### config.mk
export PLATFORM = sky130hd
export DESIGN_NAME = pareg_cell
export DESIGN_NICKNAME = d
export VERILOG_FILES = /design/src/pareg_pkg.sv /design/src/pareg_cell.sv
export SDC_FILE = /design/constraint.sdc
export NUM_CORES = 1
export LEC_CHECK = 0
export BUFFER_PORTS_ARGS = -buffer_cell sky130_fd_sc_hd__buf_2
export CAP_MARGIN = 25
export CORE_MARGIN = 1.5
export CORE_UTILIZATION = 50
export CTS_CLUSTER_DIAMETER = 80
export DETAILED_ROUTE_END_ITERATION = 12
export PLACE_DENSITY = 0.91
export SKIP_LAST_GASP = 1
export SLEW_MARGIN = 15
export SYNTH_ARGS = -nofsm -noshare
export SYNTH_HDL_FRONTEND = slang
export SYNTH_SLANG_ARGS = --single-unit
### constraint.sdc
create_clock -name clk -period 3.1 [get_ports clk]
set_clock_uncertainty 0.2 [all_clocks]
set_input_delay 0.465 -clock clk [delete_from_list [all_inputs] [get_ports clk]]
set_output_delay 0.465 -clock clk [all_outputs]
set_load 0.01 [all_outputs]
### src/pareg_pkg.sv
// Shared constants, types and the CRC byte step for the pairing address registration block.
package pareg_pkg;

    // Table geometry
    localparam int TABLE_DEPTH = 256;
    localparam int IDX_W       = (TABLE_DEPTH > 1) ? $clog2(TABLE_DEPTH) : 1;
    localparam int CNT_W       = $clog2(TABLE_DEPTH + 1);

    // Field widths
    localparam int ADDR_W  = 48;
    localparam int CHECK_W = 8;
    localparam int OUT_W   = 9;
    localparam int BYTES   = ADDR_W / 8;
    localparam int BYTE_CNT_W = $clog2(BYTES + 1);

    // CRC-8 definition
    localparam logic [7:0] CRC_POLY     = 8'h07;
    localparam logic [7:0] CRC_INIT     = 8'h07;
    localparam logic [7:0] CRC_ZERO_SUB = 8'h08;

    // Controller states
    typedef enum logic [1:0] {
        ST_IDLE,
        ST_SEARCH,
        ST_FINISH
    } pareg_state_t;

    // Search token walking down the cell row
    typedef struct packed {
        logic             valid;
        logic             hit;
        logic [IDX_W-1:0] idx;
    } token_t;

    // Lookup key, fill level and write strobe broadcast to every cell
    typedef struct packed {
        logic [ADDR_W-1:0] key;
        logic              key_nonzero;
        logic [CNT_W-1:0]  count;
        logic              wr_en;
    } bcast_t;

    // One byte of CRC-8, MSB first
    function automatic logic [7:0] crc_byte(input logic [7:0] c_in);
        logic [7:0] c;
        c = c_in;
        for (int b = 0; b < 8; b++)
        begin
            if (c[7])
            begin
                c = {c[6:0], 1'b0} ^ CRC_POLY;
            end
            else
            begin
                c = {c[6:0], 1'b0};
            end
        end
        return c;
    endfunction

endpackage

### src/pareg_cell.sv
// One table slot: stores an address and checks the passing search token against it.
module pareg_cell
    import pareg_pkg::*;
(
    input  logic             clk,
    input  logic             rst_n,
    input  logic [IDX_W-1:0] cell_index,
    input  bcast_t           bcast,
    input  token_t           tok_in,
    output token_t           tok_out
);

    logic [ADDR_W-1:0] entry_reg;
    token_t            tok_reg, tok_next;
    logic              in_use;
    logic              match;

    // Only slots below the fill level hold written addresses
    assign in_use = (CNT_W'(cell_index) < bcast.count);
    assign match  = tok_in.valid && in_use && bcast.key_nonzero && (entry_reg == bcast.key);

    // Later slots override earlier ones, so the highest match wins
    always_comb
    begin
        tok_next = tok_in;
        if (match)
        begin
            tok_next.hit = 1'b1;
            tok_next.idx = cell_index;
        end
    end

    // Hand the token to the next slot
    always_ff @(posedge clk or negedge rst_n)
    begin
        if (!rst_n)
        begin
            tok_reg <= '0;
        end
        else
        begin
            tok_reg <= tok_next;
        end
    end

    // Append the key when this slot is the next free one
    always_ff @(posedge clk)
    begin
        if (bcast.wr_en && (bcast.count == CNT_W'(cell_index)))
        begin
            entry_reg <= bcast.key;
        end
    end

    assign tok_out = tok_reg;

endmodule

==> reports/qor.yml <==
status:
  status: "finished, final reports clean"
worst_setup_path:
  path_cells: "xnor2_1 > nand4_1 > nor4_1 > nand4_1 > or4_1 > mux2_4"
  worstSetupEndpointType: "flop"
  worstSetupPathType: "reg -> reg"
  path_buf_inv: 0
  cp.arrival_ps: 2620
  critPathRequiredTime_ps: 3110
  crit_fanout: 9
  critical_path.top_delay_family: "simple AND/OR/NAND/NOR gates"
  crit_path_start_kind: "flop"
  crit_path_frequent_cell: "nand4_1"
  crit_slowest_cell: "or4_1"
  critPathMaxStageDelay_ps: 770
sta:
  period_share: 0.842
  fin_setup_tns_ps: 0
  max_slew_margin: 0.632
  fmax_mhz: 383
  timing.final.ws_setup_ps: 489
  finalCriticalPeriod_ps: 2610
  report.final.slew_viol_count: 0
  rsz0062_at_grt: "no"
  finalHoldViolations: 0
  tightest_slew_ps: 538
  setup_viol: 0
synthesis:
  syn_nets: 251
  avgSynthCellArea_um2: 15.7
  synthesis.area_mm2: 0.00258
  netlist_instances: 164
  ys_warn_count: 0
  synth_top_area_share: 0.559
  synth_area_leaders: "edfxtp_1 56%, dfrtp_1 9.7%, xor2_1 9.2%"
  yosysSeqAreaShare: 0.657
  ys_types: 24
  synth.largest_area_cell: "edfxtp_1"
  yosys_register_bits: 58
power_and_ir_drop:
  clkPwrFrac: 0.377
  leakagePower_uw: 0.00140
  p_int_uw: 1250
  p_switching_uw: 343
  p_comb_frac: 0.088
  switching_share: 0.215
  seq_power_share: 0.535
  power_density_mw_per_mm2: 483
  vdd.ir_drop.worst_mv: 0.345
placement:
  pre_cts_ws_ps: 149
  port_buffers: 88
  dp_hpwl_um: 3540
  gp_congestion: 0.729
finish:
  antennaDiodeCount: 0
  largest_register_ffs: 48
  area_growth_syn_to_layout_pct: 28.2
  final_common_cell: "buf_2"
  drive_gt1_frac: 0.420
  fin_nets: 351
  final_cell_mix: "88 x buf_2, 48 x edfxtp_1, 27 x xor2_1, 20 x xnor2_1, 11 x clkbuf_8"
routing:
  via_per_inst: 4.81
  drt_iter0_markers: 46
  drtAntennaViolNets: 0
  drcViolationCount: 0
  detail_route.wl_per_cell_um: 13.9
  via_count: 1616
  totalWireLength_um: 4670
  maxUsedRoutingLayer: "met4"
  drt-pass1-iter-count: 4
  met2_length_um: 2340
  wl_met3_um: 265
  met1Wirelength_um: 1930
clocking:
  cts_tree: "built"
  h-tree-depth: 3
  cts_root_buf: "clkbuf_8"
  clock_path_buffers: 2
  cts.sinks: 58
  path_clk_slew_ps: 60
  worst_skew_pair.late_latency_ps: 340
  cts_setup_buffers: 0
  cts_buffers: 9
global_routing:
  grt_pass1_vias: 1682
  grt_usage: 0.185
  grt_pass1_wl_um: 7190
  overflow: 0
  grt_max_degree: 49
  grt_antenna_before_repair: 0
hold_path:
  hold_path.class: "in -> reg"
floorplanning:
  chipWidth_um: 74.8
  core_mm2: 0.00485
  dieArea_mm2: 0.00559
  rows: 25
  num_io_pins: 89
  die_h_um: 74.8
  initial_core_util: 0.531
job:
  cap_violations: 0
[final timing paths]
| kind | start | to | slack (ps) | cells after the start |
|---|---|---|---|---|
| worst max-delay path | entry_reg[15]$_DFFE_PP_ | tok_out[3]$_DFF_PN0_ | 490 | 6 |
| worst min-delay path | tok_in[9] | tok_out[9]$_DFF_PN0_ | 50 | 1 |
| worst max register to register | entry_reg[15]$_DFFE_PP_ | tok_out[3]$_DFF_PN0_ | 490 | 6 |
| worst min register to register | entry_reg[38]$_DFFE_PP_ | tok_out[7]$_DFF_PN0_ | 930 | 4 |
| max in group asynchronous | rst_n | tok_out[6]$_DFF_PN0_ | 2210 | 2 |
| min in group asynchronous | rst_n | tok_out[7]$_DFF_PN0_ | 300 | 2 |
[synthesized netlist by cell type, drive strengths merged]
| master | count |
|---|---|
| nor2b | 1 |
| nand4b | 1 |
| xor2 | 27 |
| or2b | 1 |
| edfxtp | 48 |
| o22ai | 1 |
| nand3 | 3 |
| nand4 | 7 |
| o21bai | 1 |
| mux2 | 8 |
| buf | 1 |
| nand2 | 2 |
| a2111oi | 1 |
| dfrtp | 10 |
| nor4 | 7 |
| or3b | 1 |
| a31oi | 1 |
| nor3 | 2 |
| a21oi | 2 |
| ha | 8 |
| inv | 10 |
| or4 | 1 |
| xnor2 | 20 |
[cell type report]
cell class              count  area [um2]
flip-flops and latches     58        1690
fillers                   354        1550
multi-input cells          95         847
repair buffers             90         470
clock buffers              12         155
well taps                  67        83.8
inverters                  10        37.5
clock inverters             4        17.5
[cells by family (layout without fill, tap and decap cells)]
group,Yosys count,after routing,synth area share
multiplexers,8,8,0.0466
buffers and inverters,11,116,0.0189
XOR/XNOR,47,47,0.160
AND/OR/NAND/NOR,26,26,0.0641
adder cells (fa/ha/maj),8,8,0.0389
flip-flops,58,58,0.657
AO/OA/AOI/OAI,6,6,0.0151
[timing repair]
item                      CTS  global route
gates resized for setup     0             0
hold buffers                1             0
hold endpoints to repair   10             0
[through the flow]
| stage | cell area (um2) | power (uW) | hold slack [ps] | std cells | util |
|---|---|---|---|---|---|
| global placement | 3120 | 1000 | 123 | 319 | 0.644 |
| floorplan | 2590 | 928 | -30.6 | 164 | - |
| global route | 3300 | 1660 | 38.6 | 336 | 0.681 |
| finish | 3300 | 1600 | 52.9 | 336 | 0.681 |
| CTS | 3300 | 1610 | 43.7 | 336 | 0.681 |
| detailed placement | 3120 | 1010 | 126 | 319 | 0.644 |
[per-layer routing]
metal  vias to the layer above  track usage
li1                        801            -
met4                         0        0.123
met5                         -            0
met2                        64        0.311
met1                       736        0.207
met3                        15       0.0509
[power by group through the flow]
stage / clock [uW] / combinational [uW] / sequential [uW]
2_1_floorplan: 0 / 53.3 / 875
3_3_place_gp: 0 / 134 / 870
3_5_place_dp: 0 / 140 / 870
4_1_cts: 618 / 143 / 854
5_1_grt: 648 / 157 / 854
6_report: 602 / 141 / 854
Note: power is estimated with default switching activity, not from simulation.
