[src/pareg_pkg.sv]
// Shared constants, types and the CRC byte step for the pairing address registration block.
package pareg_pkg;

    // Table geometry
    localparam int TABLE_DEPTH = 256;
    localparam int IDX_W       = (TABLE_DEPTH > 1) ? $clog2(TABLE_DEPTH) : 1;
    localparam int CNT_W       = $clog2(TABLE_DEPTH + 1);

    // Field widths
    localparam int ADDR_W  = 48;
    localparam int CHECK_W = 8;
    localparam int OUT_W   = 9;
    localparam int BYTES   = ADDR_W / 8;
    localparam int BYTE_CNT_W = $clog2(BYTES + 1);

    // CRC-8 definition
    localparam logic [7:0] CRC_POLY     = 8'h07;
    localparam logic [7:0] CRC_INIT     = 8'h07;
    localparam logic [7:0] CRC_ZERO_SUB = 8'h08;

    // Controller states
    typedef enum logic [1:0] {
        ST_IDLE,
        ST_SEARCH,
        ST_FINISH
    } pareg_state_t;

    // Search token walking down the cell row
    typedef struct packed {
        logic             valid;
        logic             hit;
        logic [IDX_W-1:0] idx;
    } token_t;

    // Lookup key, fill level and write strobe broadcast to every cell
    typedef struct packed {
        logic [ADDR_W-1:0] key;
        logic              key_nonzero;
        logic [CNT_W-1:0]  count;
        logic              wr_en;
    } bcast_t;

    // One byte of CRC-8, MSB first
    function automatic logic [7:0] crc_byte(input logic [7:0] c_in);
        logic [7:0] c;
        c = c_in;
        for (int b = 0; b < 8; b++)
        begin
            if (c[7])
            begin
                c = {c[6:0], 1'b0} ^ CRC_POLY;
            end
            else
            begin
                c = {c[6:0], 1'b0};
            end
        end
        return c;
    endfunction

endpackage

[src/pareg_crc.sv]
// Byte-serial CRC-8 over the device address, low byte first.
module pareg_crc
    import pareg_pkg::*;
(
    input  logic              clk,
    input  logic              rst_n,
    input  logic              start,
    input  logic [ADDR_W-1:0] addr,
    output logic [7:0]        crc,
    output logic              done
);

    logic [BYTE_CNT_W-1:0] cnt_reg, cnt_next;
    logic [7:0]            crc_reg, crc_next;
    logic [ADDR_W-1:0]     data_reg, data_next;

    // Load on start, then fold in one byte per cycle
    always_comb
    begin
        cnt_next  = cnt_reg;
        crc_next  = crc_reg;
        data_next = data_reg;
        if (start)
        begin
            cnt_next  = BYTE_CNT_W'(BYTES);
            crc_next  = CRC_INIT;
            data_next = addr;
        end
        else if (cnt_reg != '0)
        begin
            cnt_next  = cnt_reg - 1'b1;
            crc_next  = crc_byte(crc_reg ^ data_reg[7:0]);
            data_next = data_reg >> 8;
        end
    end

    // Byte counter
    always_ff @(posedge clk or negedge rst_n)
    begin
        if (!rst_n)
        begin
            cnt_reg <= '0;
        end
        else
        begin
            cnt_reg <= cnt_next;
        end
    end

    // Running CRC and remaining address bytes
    always_ff @(posedge clk)
    begin
        crc_reg  <= crc_next;
        data_reg <= data_next;
    end

    // A zero CRC is reported as 8
    assign crc  = (crc_reg == 8'h00) ? CRC_ZERO_SUB : crc_reg;
    assign done = (cnt_reg == '0);

endmodule

[config.mk]
export PLATFORM = sky130hd
export DESIGN_NAME = pareg_crc
export DESIGN_NICKNAME = d
export VERILOG_FILES = /design/src/pareg_pkg.sv /design/src/pareg_crc.sv
export SDC_FILE = /design/constraint.sdc
export NUM_CORES = 1
export LEC_CHECK = 0
export CORE_UTILIZATION = 53
export CTS_CLUSTER_SIZE = 14
export DETAILED_ROUTE_END_ITERATION = 7
export DONT_BUFFER_PORTS = 1
export HOLD_SLACK_MARGIN = 0.06
export PLACE_DENSITY = 0.67
export SYNTH_ARGS = -nofsm -noshare
export SYNTH_HDL_FRONTEND = slang
export SYNTH_SLANG_ARGS = --single-unit
[constraint.sdc]
create_clock -name clk -period 3.45 [get_ports clk]
set_clock_uncertainty 0.2 [all_clocks]
set_input_delay 0.345 -clock clk [delete_from_list [all_inputs] [get_ports clk]]
set_output_delay 0.345 -clock clk [all_outputs]
set_load 0.01 [all_outputs]
==> reports/metrics.cfg, run 1 <==
[status]
outcome=complete, no violations

[timing]
finalCritPeriodShare_pct=75.8
fin_setup_tns_ns=0
setup_violations=0
slew_violations=0
rsz0062_at_grt=no
relSlewSlack_pct=62.3
max_freq_mhz=382
tightestPinTransition_ns=0.566
period_minus_slack_ns=2.62
finalHoldViolCount=0

[placed_design]
routabilityCongestion=0.779
dp_hpwl_um=2750
io_buffer_count=0

[layout]
fillCellCount=353
largest_reg_flops=48
num_antenna_cells=0
drive_gt1_share_pct=25.6
syn_to_final_growth_pct=25.9
nNetsFinal=282

[clock_tree]
numCtsBuffers=9
clk_root_buffer_cell=clkbuf_8
clkTransAtPathRegs_ns=0.06
cts_setup_buffers=0
clockBufferDepth=2
cts_tree=yes
clock_latency_ns=0.33
clock-sinks=59
htreeDepth=3
post_cts_resized=0
cts-hold-fix-buffers=51

[routing]
wl_per_cell_um=15.9
drc=0
postRouteWirelength_um=4780
dr.pass1.iters=4
ant_nets=0
wl_met3_um=324
num_vias=1551
vias_per_cell=5.15
top_layer=met4
wl_met1_um=1970
wl_met2_um=2430
drtIter0Drc=84

[pwr]
powerDensity_nw_per_um2=609
total_power_w=0.00212
ir_worst_vdd_mv=0.306
leakage_nw=1.38

[worst_setup_path]
cp-end-kind=flip-flop
critPathBufInv=3
cp.arrival_ns=2.41
critPathRequiredTime_ns=3.25
startpoint_type=flip-flop
critPathMaxStageDelay_ns=0.51
criticalPathCategory=reg2reg
cp_cell_sequence=inv_1 > ha_1 > nand2b_1 > inv_1 > nand2b_2 > buf_4
cpMostUsedCell=inv_1
cp_max_fo=25
crit_family=buffers and inverters
critPathSlowestCell=nand2b_2

[die]
start_util_pct=56.7
die_area_um2=5510
coreArea_um2=4880
die_h_um=74.2
row_count=25
die_x_um=74.2
io_pins=60

[grt]
grt_use_total_pct=19.5
grt_max_degree=60
overflow=0
antenna_found_initial=0
grt_pass1_vias=1627
grt_pass1_wl_um=7420

[yosys]
yosysUniqueCellTypes=32
yosysWarnings=0
syn_inst=182
ys_ff_latch=59
ys_async_sr_fraction_pct=5.08
synth_nets=235
synthesis.area_per_instance_um2=15.2
ys_seq_area_share_pct=60.6
ys.flop_type=edfxtp_1
synth_edf_count=48
synth_area_um2=2770

[job]
drv_cap=0

[min_path]
hold_class=in2reg

-- synthesized netlist by cell type, drive strengths merged (3+ instances only) --
master	n	area (um^2)
mux2	40	450
or3	3	18.8
edfxtp	48	1440
buf	5	20.0
and2	8	50.1
dfxtp	8	160
inv	4	15.0
nor2	5	18.8
nand2b	3	18.8
dfrtp	3	75.1
xnor3	7	166
xnor2	10	103
clkbuf	10	37.5
xor2	3	26.3
o21ai	5	25.0
a21oi	5	25.0
-- through the flow --
stage / area (um^2) / hold slack [ns] / setup slack, ns / util (%) / std cells
3_5_place_dp: 2790 / -0.150 / 0.829 / 57.2 / 234
6_report: 3480 / 0.163 / 0.834 / 71.4 / 301
2_1_floorplan: 2770 / -0.151 / 0.563 / - / 182
4_1_cts: 3480 / 0.156 / 0.809 / 71.4 / 301
3_3_place_gp: 2790 / -0.150 / 0.935 / 57.2 / 234
5_1_grt: 3480 / 0.166 / 0.605 / 71.4 / 301
-- power breakdown --
group          total [W]  switching [W]  internal [W]
clock           0.000523       0.000247      0.000276
combinational   0.000610       0.000211      0.000399
sequential      0.000990      0.0000997      0.000890
-- cell families after synthesis --
group	share of synthesized area [%]
flops	60.6
simple gates	5.11
fa+ha+maj	0.904
buf+inv	2.98
mux	16.3
compound gates	3.44
xor+xnor	10.7
-- cells in the final DEF, fill, tap and decap left out, types with 3 or more instances in the layout --
cell type / instances
a21oi_1: 5
and2_1: 8
clkbuf_1: 3
clkbuf_8: 10
dfrtp_1: 3
dfxtp_1: 8
dlygate4sd3_1: 50
edfxtp_1: 48
inv_1: 4
mux2_2: 40
nor2_1: 5
o21ai_0: 4
or3_1: 3
xnor2_1: 8
xnor3_1: 4
xor2_1: 3
-- worst register-to-register path, cell delays in order, from the launching register on --
cell	delay (ns)
dfrtp_1	0.32
inv_1	0.07
ha_1	0.22
nand2b_1	0.25
inv_1	0.30
nand2b_2	0.51
buf_4	0.42
-- worst paths after layout --
kind	startpoint	endpoint	slack, ns	cells past startpoint
min in group asynchronous	rst_n	cnt_reg[2]$_DFFE_PN0P_	0.60	2
max in group asynchronous	rst_n	cnt_reg[1]$_DFFE_PN0P_	2.31	2
worst max register to register	cnt_reg[0]$_DFFE_PN0P_	data_reg[47]$_SDFFCE_PN0P_	0.83	6
worst max-delay path	cnt_reg[0]$_DFFE_PN0P_	data_reg[47]$_SDFFCE_PN0P_	0.83	6
worst min register to register	cnt_reg[2]$_DFFE_PN0P_	cnt_reg[2]$_DFFE_PN0P_	0.30	1
worst min-delay path	start	crc_reg[5]$_SDFFE_PP0P_	0.16	2
-- final cells by class --
type	instances	area (um^2)	share of cell area [%]
clock buffers	13	149	4.27
clock inverters	3	13.8	0.395
inverters	4	15.0	0.431
multi-input cells	103	1010	29.0
flip-flops and latches	59	1680	48.1
well taps	67	83.8	2.41
repair buffers	52	536	15.4
-- layer usage --
| layer | up-vias | global-route usage, % |
|---|---|---|
| li1 | 754 | - |
| met1 | 744 | 21.3 |
| met2 | 47 | 32.9 |
| met3 | 6 | 8.40 |
| met4 | 0 | 9.01 |
| met5 | - | 0 |
Power figures use the tool's default switching activity.
==> run 2, diff against run 1 <==
- clock period: 3.45 -> 2.5 ns (I/O delays scaled with it)
==> run 2 against run 1 <==
  * Critical path depth unchanged
  * First-iteration DRC count is 36% lower
  * Critical path type unchanged
  * Via count down 1.3%
  * Critical endpoint is now data_reg[17]$_DFFE_PP_
==> reports/metrics.cfg, run 2 (synthesized netlist as in run 1, its figures left out) <==
[timing]
slew_violations=0
worst_slack_ns=0.367
max_freq_mhz=469
rsz0062_at_grt=no
setup_violations=0
finalHoldViolCount=0
period_minus_slack_ns=2.13
fin_setup_tns_ns=0
tightestPinTransition_ns=0.420
finalCritPeriodShare_pct=85.3
relSlewSlack_pct=71.8

[placed_design]
io_buffer_count=0
routabilityCongestion=0.739
dp_hpwl_um=2700
pre_cts_ws_ns=0.393

[die]
io_pins=60
die_x_um=74.2
die_area_um2=5510
row_count=25
die_h_um=74.2
start_util_pct=56.7
coreArea_um2=4880

[layout]
largest_reg_flops=48
final_common_cell=dlygate4sd3_1
num_antenna_cells=0
ff_latch_area_um2=1680
drive_gt1_share_pct=26.9
finalCoreUtilization_pct=72.7
final_cell_mix=50 x dlygate4sd3_1, 48 x edfxtp_1, 40 x mux2_2
syn_to_final_growth_pct=28.3
multi_input_area_um2=1010
fillCellCount=317
nNetsFinal=282

[clock_tree]
cts-hold-fix-buffers=51
cts_tree=yes
clockBufferDepth=2
cts_setup_buffers=0
clock_latency_ns=0.33
clock-sinks=59
htreeDepth=3
numCtsBuffers=9
clkTransAtPathRegs_ns=0.07
clk_root_buffer_cell=clkbuf_8
post_cts_resized=0

[worst_setup_path]
cp-end-kind=flip-flop
critPathRequiredTime_ns=2.31
r2r_end=data_reg[17]$_DFFE_PP_
startpoint_type=flip-flop
cp.arrival_ns=1.94
r2r_cells=6
crit_start=cnt_reg[0]$_DFFE_PN0P_
endpoint=data_reg[17]$_DFFE_PP_
rrSetupSlack_ns=0.37
r2r-start=cnt_reg[0]$_DFFE_PN0P_
cp_max_fo=48
criticalPathCategory=reg2reg

[routing]
vias_per_cell=5.09
wl_per_cell_um=15.8
postRouteWirelength_um=4760
dr.pass1.iters=4
num_vias=1531
drc=0
drtIter0Drc=54
ant_nets=0

[grt]
grt_use_total_pct=18.9
overflow=0
antenna_found_initial=0
grt_pass1_vias=1633
grt_pass1_wl_um=7360
grt_max_degree=60

[min_path]
hold_class=in2reg

[job]
drv_cap=0

[status]
outcome=complete, no violations

[pwr]
leakage_nw=1.41
ir_worst_vdd_mv=0.530
powerDensity_nw_per_um2=888

-- run 2: changes by cell type in the layout (fill, tap and decap cells not counted) --
cell,before,now
buf_12,0,1
buf_4,1,0
bufinv_16,0,2
clkbuf_1,3,0
clkbuf_8,10,9
clkinv_4,0,1
inv_6,0,1
-- run 2: critical path: stages, from the launching register on --
cell and delay, ns:
dfrtp_1 0.32, inv_1 0.07, ha_1 0.22, nand2b_1 0.27, inv_1 0.30, nand2b_2 0.17, buf_12 0.26
-- run 2: worst min-delay path by stage --
stage,depth (start not counted),end,from,slack (ns)
after global routing,2,crc_reg[5]$_SDFFE_PP0P_,start,0.09
after global placement,0,cnt_reg[0]$_DFFE_PN0P_,rst_n,-0.25
after floorplan,0,cnt_reg[0]$_DFFE_PN0P_,rst_n,-0.25
final,2,cnt_reg[0]$_DFFE_PN0P_,start,0.07
after CTS,2,crc_reg[3]$_SDFFE_PP0P_,start,0.07
after detailed placement,0,cnt_reg[2]$_DFFE_PN0P_,rst_n,-0.25
-- run 2: routing by layer --
metal	vias up	routed length [um]	track usage (%)
li1	751	-	-
met1	726	1890	20.1
met2	45	2520	34.3
met3	9	272	5.56
met4	0	79	8.81
met5	-	0	0
-- run 2: through the flow --
step / total power, W / hold slack [ns] / area, um^2 / instances
floorplan: 0.00208 / -0.246 / 2770 / 182
global placement: 0.00211 / -0.245 / 2810 / 234
detailed placement: 0.00215 / -0.246 / 2810 / 234
CTS: 0.00316 / 0.0704 / 3550 / 301
global route: 0.00330 / 0.0915 / 3550 / 301
finish: 0.00315 / 0.0710 / 3550 / 301
-- run 2: final cells by class --
class / count / share of cell area [%]
Sequential cell: 59 / 47.2
Timing Repair Buffer: 52 / 15.4
Clock buffer: 9 / 3.49
Tap cell: 67 / 2.36
Clock inverter: 7 / 2.57
Multi-Input combinational cell: 103 / 28.5
Inverter: 4 / 0.423
-- run 2: where the power goes --
| group | total, W | internal [W] | switching [W] |
|---|---|---|---|
| sequential | 0.00136 | 0.00123 | 0.000136 |
| combinational | 0.000847 | 0.000551 | 0.000296 |
| clock | 0.000941 | 0.000559 | 0.000382 |
| total | 0.00315 | 0.00234 | 0.000813 |
